--- config.mk ---
export PLATFORM = sky130hd
export DESIGN_NAME = hldq_scan
export DESIGN_NICKNAME = d
export VERILOG_FILES = /design/src/hldq_pkg.sv /design/src/hldq_scan.sv
export SDC_FILE = /design/constraint.sdc
export NUM_CORES = 1
export LEC_CHECK = 0
export ABC_AREA = 1
export BUFFER_PORTS_ARGS = -buffer_cell sky130_fd_sc_hd__clkbuf_2
export CAP_MARGIN = 10
export CELL_PAD_IN_SITES_DETAIL_PLACEMENT = 1
export CELL_PAD_IN_SITES_GLOBAL_PLACEMENT = 2
export CORE_MARGIN = 3
export CORE_UTILIZATION = 25
export DETAILED_ROUTE_END_ITERATION = 16
export PLACE_DENSITY = 0.72
export SYNTH_ARGS = -nofsm -noshare
export SYNTH_HDL_FRONTEND = slang
export SYNTH_SLANG_ARGS = --single-unit
--- constraint.sdc ---
create_clock -name clk -period 18.25 [get_ports clk]
set_input_delay 1.825 -clock clk [delete_from_list [all_inputs] [get_ports clk]]
set_output_delay 1.825 -clock clk [all_outputs]
set_load 0.1 [all_outputs]
--- src/hldq_pkg.sv ---
// Shared operation codes and control/status structs for the hop-bounded label distance query.
`default_nettype none

package hldq_pkg;

	// Width of the operation selector carried on the input tuser.
	localparam int unsigned OP_W = 2;

	// Operation codes of an input word.
	localparam logic [OP_W-1:0] OP_LOAD_FIRST  = 2'd0;
	localparam logic [OP_W-1:0] OP_LOAD_SECOND = 2'd1;
	localparam logic [OP_W-1:0] OP_QUERY       = 2'd2;

	// Control from the top level to the scan engine.
	typedef struct packed {
		logic start;  // query word accepted this cycle
		logic ack;    // result taken into the output register
	} scan_ctl_t;

	// Status from the scan engine to the top level.
	typedef struct packed {
		logic busy;   // a query is being scanned or its result waits
		logic done;   // result fields are final
	} scan_stat_t;

endpackage

`default_nettype wire

--- src/hldq_scan.sv ---
// Query scan engine: walks both label stores and keeps the best qualifying hub pair.
`default_nettype none

module hldq_scan
	import hldq_pkg::*;
#(
	parameter int unsigned LABEL_DEPTH = 256,
	parameter int unsigned HUB_BITS    = 20,
	parameter int unsigned HOP_BITS    = 8,
	parameter int unsigned DIST_BITS   = 32
) (
	input  wire logic                                        clk,
	input  wire logic                                        arst_n,
	input  wire scan_ctl_t                                   ctl,
	input  wire logic [HOP_BITS:0]                           limit,
	input  wire logic [$clog2(LABEL_DEPTH+1)-1:0]            first_count,
	input  wire logic [$clog2(LABEL_DEPTH+1)-1:0]            second_count,
	output logic      [$clog2(LABEL_DEPTH)-1:0]              first_raddr,
	input  wire logic [HUB_BITS+HOP_BITS+DIST_BITS-1:0]      first_rdata,
	output logic      [$clog2(LABEL_DEPTH)-1:0]              second_raddr,
	input  wire logic [HUB_BITS+HOP_BITS+DIST_BITS-1:0]      second_rdata,
	output scan_stat_t                                       stat,
	output logic                                             found,
	output logic      [DIST_BITS:0]                          total_distance,
	output logic      [HUB_BITS-1:0]                         best_hub,
	output logic      [HOP_BITS-1:0]                         first_hops,
	output logic      [HOP_BITS-1:0]                         second_hops
);

	localparam int unsigned AW    = $clog2(LABEL_DEPTH);
	localparam int unsigned CNT_W = $clog2(LABEL_DEPTH + 1);
	localparam int unsigned LIM_W = HOP_BITS + 1;
	localparam int unsigned SUM_W = DIST_BITS + 1;

	typedef enum logic [2:0] {
		S_IDLE,
		S_FETCH,
		S_WAIT,
		S_RANK,
		S_PAIR,
		S_DONE
	} state_t;

	state_t state_q;

	logic [LIM_W-1:0]     lim_q;
	logic [CNT_W-1:0]     nf_q;
	logic [CNT_W-1:0]     ns_q;
	logic [CNT_W-1:0]     i_q;
	logic [CNT_W-1:0]     k_q;
	logic [CNT_W-1:0]     j_q;
	logic                 rv_s1;
	logic [AW-1:0]        k_s1;
	logic                 pv_s1;
	logic [HUB_BITS-1:0]  a_hub_q;
	logic [HOP_BITS-1:0]  a_hops_q;
	logic [DIST_BITS-1:0] a_dist_q;
	logic [AW-1:0]        rank_q;
	logic                 have_q;
	logic [SUM_W-1:0]     best_sum_q;
	logic [AW-1:0]        best_rank_q;
	logic [HUB_BITS-1:0]  best_hub_q;
	logic [HOP_BITS-1:0]  best_hf_q;
	logic [HOP_BITS-1:0]  best_hs_q;

	logic [HUB_BITS-1:0]  f_hub;
	logic [HOP_BITS-1:0]  f_hops;
	logic [DIST_BITS-1:0] f_dist;
	logic [HUB_BITS-1:0]  s_hub;
	logic [HOP_BITS-1:0]  s_hops;
	logic [DIST_BITS-1:0] s_dist;
	logic                 rank_issue;
	logic                 pair_issue;
	logic                 rank_hit;
	logic                 cand;
	logic [SUM_W-1:0]     sum;
	logic                 better;
	logic                 last_i;

	// Entry layout: distance in the low bits, then hops, then hub.
	assign f_dist = first_rdata[DIST_BITS-1:0];
	assign f_hops = first_rdata[DIST_BITS+HOP_BITS-1:DIST_BITS];
	assign f_hub  = first_rdata[DIST_BITS+HOP_BITS+HUB_BITS-1:DIST_BITS+HOP_BITS];
	assign s_dist = second_rdata[DIST_BITS-1:0];
	assign s_hops = second_rdata[DIST_BITS+HOP_BITS-1:DIST_BITS];
	assign s_hub  = second_rdata[DIST_BITS+HOP_BITS+HUB_BITS-1:DIST_BITS+HOP_BITS];

	// Read issue: one address per cycle, data compared in the next cycle.
	assign rank_issue   = (state_q == S_RANK) && (k_q <= i_q);
	assign pair_issue   = (state_q == S_PAIR) && (j_q < ns_q);
	assign first_raddr  = (state_q == S_FETCH) ? i_q[AW-1:0] : k_q[AW-1:0];
	assign second_raddr = j_q[AW-1:0];

	// The hub's rank is the first entry at or before i that has the same hub and fits the limit.
	assign rank_hit = rv_s1 && ({1'b0, f_hops} <= lim_q) && (f_hub == a_hub_q);

	// Pair check and ordering: sum, then hub rank, then first hops; scan order settles the rest.
	assign cand   = pv_s1 && (s_hub == a_hub_q)
	                && ((LIM_W'(a_hops_q) + LIM_W'(s_hops)) <= lim_q);
	assign sum    = SUM_W'(a_dist_q) + SUM_W'(s_dist);
	assign better = !have_q || (sum < best_sum_q)
	                || ((sum == best_sum_q)
	                    && ((rank_q < best_rank_q)
	                        || ((rank_q == best_rank_q) && (a_hops_q < best_hf_q))));
	assign last_i = ((i_q + CNT_W'(1)) == nf_q);

	// Sequencer with its registered result.
	always_ff @(posedge clk or negedge arst_n) begin
		if (!arst_n) begin
			state_q <= S_IDLE;
			rv_s1   <= 1'b0;
			pv_s1   <= 1'b0;
			have_q  <= 1'b0;
		end else begin
			// A rank hit ends the rank walk, so a read issued alongside it is dropped.
			rv_s1 <= rank_issue && !rank_hit;
			pv_s1 <= pair_issue;
			if (rank_issue) begin
				k_q  <= k_q + CNT_W'(1);
				k_s1 <= k_q[AW-1:0];
			end
			if (pair_issue) begin
				j_q <= j_q + CNT_W'(1);
			end
			unique case (state_q)
				S_IDLE: begin
					if (ctl.start) begin
						lim_q       <= limit;
						nf_q        <= first_count;
						ns_q        <= second_count;
						i_q         <= '0;
						have_q      <= 1'b0;
						best_sum_q  <= '0;
						best_rank_q <= '0;
						best_hub_q  <= '0;
						best_hf_q   <= '0;
						best_hs_q   <= '0;
						state_q     <= (first_count == '0) ? S_DONE : S_FETCH;
					end
				end
				S_FETCH: begin
					state_q <= S_WAIT;
				end
				S_WAIT: begin
					a_hub_q  <= f_hub;
					a_hops_q <= f_hops;
					a_dist_q <= f_dist;
					// A first entry over the limit takes no part at all.
					if ({1'b0, f_hops} > lim_q) begin
						if (last_i) begin
							state_q <= S_DONE;
						end else begin
							i_q     <= i_q + CNT_W'(1);
							state_q <= S_FETCH;
						end
					end else begin
						k_q     <= '0;
						state_q <= S_RANK;
					end
				end
				S_RANK: begin
					if (rank_hit) begin
						rank_q  <= k_s1;
						j_q     <= '0;
						state_q <= S_PAIR;
					end
				end
				S_PAIR: begin
					if (cand && better) begin
						have_q      <= 1'b1;
						best_sum_q  <= sum;
						best_rank_q <= rank_q;
						best_hub_q  <= a_hub_q;
						best_hf_q   <= a_hops_q;
						best_hs_q   <= s_hops;
					end
					if ((j_q == ns_q) && !pv_s1) begin
						if (last_i) begin
							state_q <= S_DONE;
						end else begin
							i_q     <= i_q + CNT_W'(1);
							state_q <= S_FETCH;
						end
					end
				end
				S_DONE: begin
					if (ctl.ack) begin
						state_q <= S_IDLE;
					end
				end
				default: begin
					state_q <= S_IDLE;
				end
			endcase
		end
	end

	assign stat.busy      = (state_q != S_IDLE);
	assign stat.done      = (state_q == S_DONE);
	assign found          = have_q;
	assign total_distance = best_sum_q;
	assign best_hub       = best_hub_q;
	assign first_hops     = best_hf_q;
	assign second_hops    = best_hs_q;

endmodule

`default_nettype wire

======== Word level (Yosys, flattened, before mapping) ========
Cells that the tools add are included.
word-level totals
  input port bits ......................... 151
  output and inout port bits .............. 88
  logic and storage cells ................. 116
  register bits ........................... 213
operators by class
  add/subtract/negate cells ............... 5
  reductions and logical operators ........ 30
  multiplexer cells ....................... 36
  magnitude comparators ................... 8
  eq/ne operators ......................... 17
operators by type and width
  operator                                     count
  2-to-1 mux 9 bit                             10
  2-to-1 mux 33 bit                            2
  case mux 33 bit (2 select lines)             1
  case mux 8 bit (2 select lines)              3
  == test 20 bit                               2
  2-to-1 mux 20 bit                            2
  2-to-1 mux 8 bit                             5
  case mux 20 bit (2 select lines)             1
  adder 32 x 32 -> 33 bit                      1
  == test 33 bit                               1
  less-than comparator 33 bit                  1
  adder 9 x 1 -> 9 bit, second input constant  3
  case mux 9 bit (3 select lines)              1
  2-to-1 mux 3 bit                             7
  == test 9 bit                                2
  <= comparator 9 bit                          2
  case mux 3 bit (6 select lines)              1
  less-than comparator 8 bit                   2
  logical AND 1 bit                            11
  adder 8 x 8 -> 9 bit                         1
  greater-than comparator 8 x 9 -> 1 bit       1
  <= comparator 8 x 9 -> 1 bit                 1
  logical NOT 9 bit                            1
  less-than comparator 9 bit                   1
  17 further kinds                             33

======== Longest topological paths before layout ========
  word-level depth ........................ 8
  depth in mapped cells ................... 24
  mapped depth without buffers ............ 24

======== Worst setup path after synthesis ========
Ideal clock, no wire load.
  kind .................................... input to register
  from .................................... input port second_rdata[0]
  to ...................................... register best_hub_q[0] (netlist: best_hub[0]), enable pin
  stages .................................. 20
  setup time .............................. 537 ps
  data required time ...................... 17,713 ps
  data arrival time ....................... 7,840 ps
  setup slack ............................. 9,873 ps
  buffers on the path ..................... 0
  path through ............................ ha_1 > fa_1 > nand2_1 > o21ai_2 > nand2_1 > nand2b_1 > a21oi_1 > xor2_1 > inv_1 > ha_1 > nand2_1 > nor2_1 > nand2_1 > nor2_1 > nand3_1 > nor2_1 > a21oi_1 > nand2_1 > nand3_1 > a21oi_1
on the way
  longest elaborated chain between the ends .. 7
  elaborated cells on any way between the ends .. 9
  those cells by class .................... 1 x add/sub; 1 x order compare; 2 x eq/ne; 5 x reduce/logical
ends and longest elaborated chain
  what                                                           RTL line                            source
  from (decl)                                                    hldq_scan.sv:21                     input wire logic [HUB_BITS+HOP_BITS+DIST_BITS-1:0] second_rdata,
  adder 32 x 32 -> 33 bit (*)                                    hldq_scan.sv:100                    assign sum = SUM_W'(a_dist_q) + SUM_W'(s_dist);
  net sum[16]                                                    hldq_scan.sv:76                     logic [SUM_W-1:0] sum;
  less-than comparator 33 bit or == test 33 bit (tied branches)  hldq_scan.sv:101, hldq_scan.sv:102
  logical OR 1 bit or logical AND 1 bit (tied branches)          hldq_scan.sv:101, hldq_scan.sv:103
  logical OR 1 bit (*)                                           hldq_scan.sv:102                    || ((sum == best_sum_q)
  logical AND 1 bit (*)                                          hldq_scan.sv:169                    if (cand && better) begin
  inequality test 2 x 1 -> 1 bit (no source line) (*)            n/a
  AND reduction 4 bit (no source line) (*)                       n/a
  to (signal assigned)                                           hldq_scan.sv:173                    best_hub_q <= a_hub_q;
  to (decl)                                                      hldq_scan.sv:62                     logic [HUB_BITS-1:0] best_hub_q;
Mark *: on every way through the listed nets, which the timed path passes. The rest lies on a longest branch.
A chain may end at the register's enable or synchronous reset.

======== Worst setup path after layout ========
  from .................................... input port second_rdata[14]
  to ...................................... register best_hs_q[6] (netlist: second_hops[6]), enable pin
on the way
  longest elaborated chain between the ends .. 7
  elaborated cells on any way between the ends .. 9
  those cells by class .................... 1 x add/sub; 1 x order compare; 2 x eq/ne; 5 x reduce/logical
ends and longest elaborated chain
  what                                                           RTL line                            source
  adder 32 x 32 -> 33 bit (*)                                    hldq_scan.sv:100
  net sum[31]                                                    hldq_scan.sv:76
  less-than comparator 33 bit or == test 33 bit (tied branches)  hldq_scan.sv:101, hldq_scan.sv:102
  logical OR 1 bit or logical AND 1 bit (tied branches)          hldq_scan.sv:101, hldq_scan.sv:103
  logical OR 1 bit (*)                                           hldq_scan.sv:102
  logical AND 1 bit (*)                                          hldq_scan.sv:169
  inequality test 2 x 1 -> 1 bit (no source line) (*)            n/a
  AND reduction 4 bit (no source line) (*)                       n/a
  to (signal assigned)                                           hldq_scan.sv:175                    best_hs_q <= s_hops;
  to (decl)                                                      hldq_scan.sv:64                     logic [HOP_BITS-1:0] best_hs_q;
Marked as above.

==> qor.txt <==
Crit path arrival time -> 6.48 ns
Max_cap viols -> 0
Final Hold Vio Count -> 0
Synth area leaders -> edfxtp_1 45%, ha_1 11%, nand2_1 9.5%
Cts repair resizes -> 0
Fmax achieved -> 159 MHz
CTS buffer count -> 29
Tmin final -> 6.30 ns
#FFs+latches synth -> 213
CTS root buf -> clkbuf_16
Clock Tree Buf Depth -> 3
Register area share after synthesis -> 45.6%
Worst hold start -> k_s1[2]
Initial drt markers -> 385
Post-Route WL -> 46200 um
Peak VDD IR -> 0.000130 V
Setup TNS -> 0 ns
Setup violations, final -> 0
Global-route wire length before repair -> 72200 um
Unrepaired setup endpoints after global routing -> false
Area growth syn-to-layout -> 21.4%
Min-Delay Path Depth -> 0
Commonest cells in the synthesized netlist -> 354 x nand2_1, 297 x inv_1, 239 x nor2_1
Post-CTS Hold Fix Bufs -> 0
Worst setup path category -> input pin to flip-flop
GRT busiest layer -> met2
CP startpoint kind -> input pin
CTS tree -> yes
Skew final -> 0.0283 ns
R2R Setup Slk -> 12.91 ns
Mean post-synth cell area -> 8.41 sq um
Core area -> 54600 sq um
Dominant register cell in the synthesized netlist -> edfxtp_1
Largest area contributor in the netlist -> edfxtp_1
Post-Synthesis Cells -> 1660
WP data required -> 18.43 ns
Class of the worst hold path -> flip-flop to flip-flop
DP HPWL -> 37300 um
R2R cell count -> 25
Initial Util -> 25.6%
Io pins -> 239
All-Layer GR Usage -> 15.5%
Width of the chip -> 242 um
GPL Wtd Cong -> 0.904
Vias -> 11900
Critical Path Sink Type -> flip-flop
Post-synthesis net count -> 1939
Clock latency at the later pin of the worst-skew pair -> 0.58 ns
H-tree depth -> 1
Critical path peak fanout -> 49
Period utilization -> 34.5%
Residual DRC -> 0
Relative slew slack -> 30.3%
Worst-path clk slew -> 0.06 ns
Worst Hold Endpoint -> rank_q[2]
Met1 global-route usage -> 18.5%
CTS Sinks -> 213
Num rows -> 85
Total power -> 2.29 mW
WL per Instance -> 17.3 um
Initial antenna violation count -> 4
Die H -> 242 um
Pwr/cell area -> 135 nW/um^2
Nets -> 2194
DR pass1 iterations -> 4
Post-DR vias/cell -> 4.44
Status -> completed
Area fraction of the dominant cell type after synthesis -> 44.5%
Synth warn -> 0
Post-Syn Area -> 14000 sq um
Slew Limit Fails -> 0
Placed cells -> 2623
DRT antenna net count -> 0
Post-Layout Cell Count -> 2677
Top-count cell post-synth -> nand2_1
FF-to-FF Start -> a_dist_q[14]
Layout cells sized above 1 -> 16.9%
Setup bufs post-CTS -> 0
PortBufs -> 238
Met3 Resource Use GR -> 3.22%
Post-synth EDFFs -> 207
Unique masters post-synth -> 46
Worst slew pin tran -> 1.04 ns
Vias in the first global route -> 12800
Async SR Flop Fraction -> 2.82%
Largest net degree at the start of global routing -> 75
DIE AREA -> 58700 sq um
Routing usage on met2 -> 28.4%
Leak -> 8.07 nW
Reg2reg end -> second_hops[6]
Total gr overflow -> 0
-- state kept, by name (all words and copies together) (netlist names), 3 cells and up --
name / flops
a_dist_q: 32
a_hops_q: 8
a_hub_q: 20
best_hub: 20
best_rank_q: 8
first_hops: 8
i_q: 9
j_q: 9
k_q: 9
k_s1: 8
lim_q: 9
nf_q: 9
ns_q: 9
rank_q: 8
second_hops: 8
state_q: 3
total_distance: 33
-- worst max path at each step --
| stage | end | depth (start not counted) | startpoint |
|---|---|---|---|
| after global routing | second_hops[6] | 25 | second_rdata[5] |
| final | second_hops[6] | 26 | second_rdata[14] |
| after CTS | second_hops[6] | 25 | second_rdata[0] |
| after floorplan | best_hub[0] | 20 | second_rdata[0] |
| after global placement | first_hops[1] | 24 | second_rdata[1] |
| after detailed placement | second_hops[4] | 24 | second_rdata[3] |
-- metal layers --
| metal | vias to the layer above | part of all wire [%] | routed length, um |
|---|---|---|---|
| li1 | 5932 | - | - |
| met1 | 5673 | 43 | 19700 |
| met2 | 208 | 50 | 23100 |
| met3 | 70 | 4.5 | 2100 |
| met4 | 6 | 2.7 | 1270 |
| met5 | - | 0.089 | 41 |
-- stage by stage --
| step | instance area [sq um] | setup WS (ns) | hold WS (ns) | utilization [%] |
|---|---|---|---|---|
| after floorplan | 14000 | 9.87 | 0.400 | - |
| after global placement | 16000 | 11.37 | 0.401 | 29.4 |
| after detailed placement | 16000 | 11.28 | 0.406 | 29.4 |
| after CTS | 17000 | 11.88 | 0.418 | 31.1 |
| after global routing | 17000 | 11.48 | 0.422 | 31.1 |
| final | 17000 | 11.95 | 0.417 | 31.1 |
-- worst max-delay path: stages --
cell and delay [ns]:
clkbuf_2 0.08, ha_1 0.39, nand2_1 0.13, nor2_1 0.13, inv_1 0.11, nor3_1 0.23
nand2_1 0.10, nand2_1 0.24, nand3_1 0.17, nand2_1 0.11, nand2_1 0.05, nand2_1 0.09
inv_1 0.05, ha_1 0.26, nand2_1 0.19, inv_1 0.08, nand2_1 0.09, inv_1 0.04
nand2_1 0.05, nand2_1 0.04, a21oi_1 0.12, nand2_1 0.08, nand2_1 0.09, nand3_1 0.12
a21oi_4 0.85, buf_4 0.70
-- kinds of logic after synthesis --
family                     Yosys count  share of synthesized area (%)
adders and majority gates          128                           11.6
AOI/OAI and AO/OA                  172                           6.74
DFF                                213                           45.6
xor gates and xnor gates            61                           3.83
and+or+nand+nor                    763                           23.2
buffers and inverters              323                           9.03
-- where the power goes --
part / switching (mW) / internal [mW]
clock network: 0.230 / 0.331
logic: 0.761 / 0.242
registers: 0.0703 / 0.655
total: 1.06 / 1.23
-- final cells by class --
type,instances,area (sq um)
fill,6544,37600
sequential,213,6370
multi-input combinational,1124,6350
timing repair buffer,245,1240
inverter,302,1140
tap,739,925
clock buffer,37,786
clock inverter,16,139
antenna,1,2.50
-- placed cells by master (no fill, tap or decap), types with 14 or more instances in the layout --
master	Yosys	routed
nand2_1	354	354
inv_1	297	296
clkbuf_2	0	238
nor2_1	239	237
edfxtp_1	207	207
ha_1	126	126
a21oi_1	87	86
nand3_1	60	60
o21ai_0	49	49
xor2_1	47	47
nand4_1	30	30
nor3_1	29	29
clkbuf_16	0	29
xnor2_1	14	14
Power figures use the tool's default switching activity.
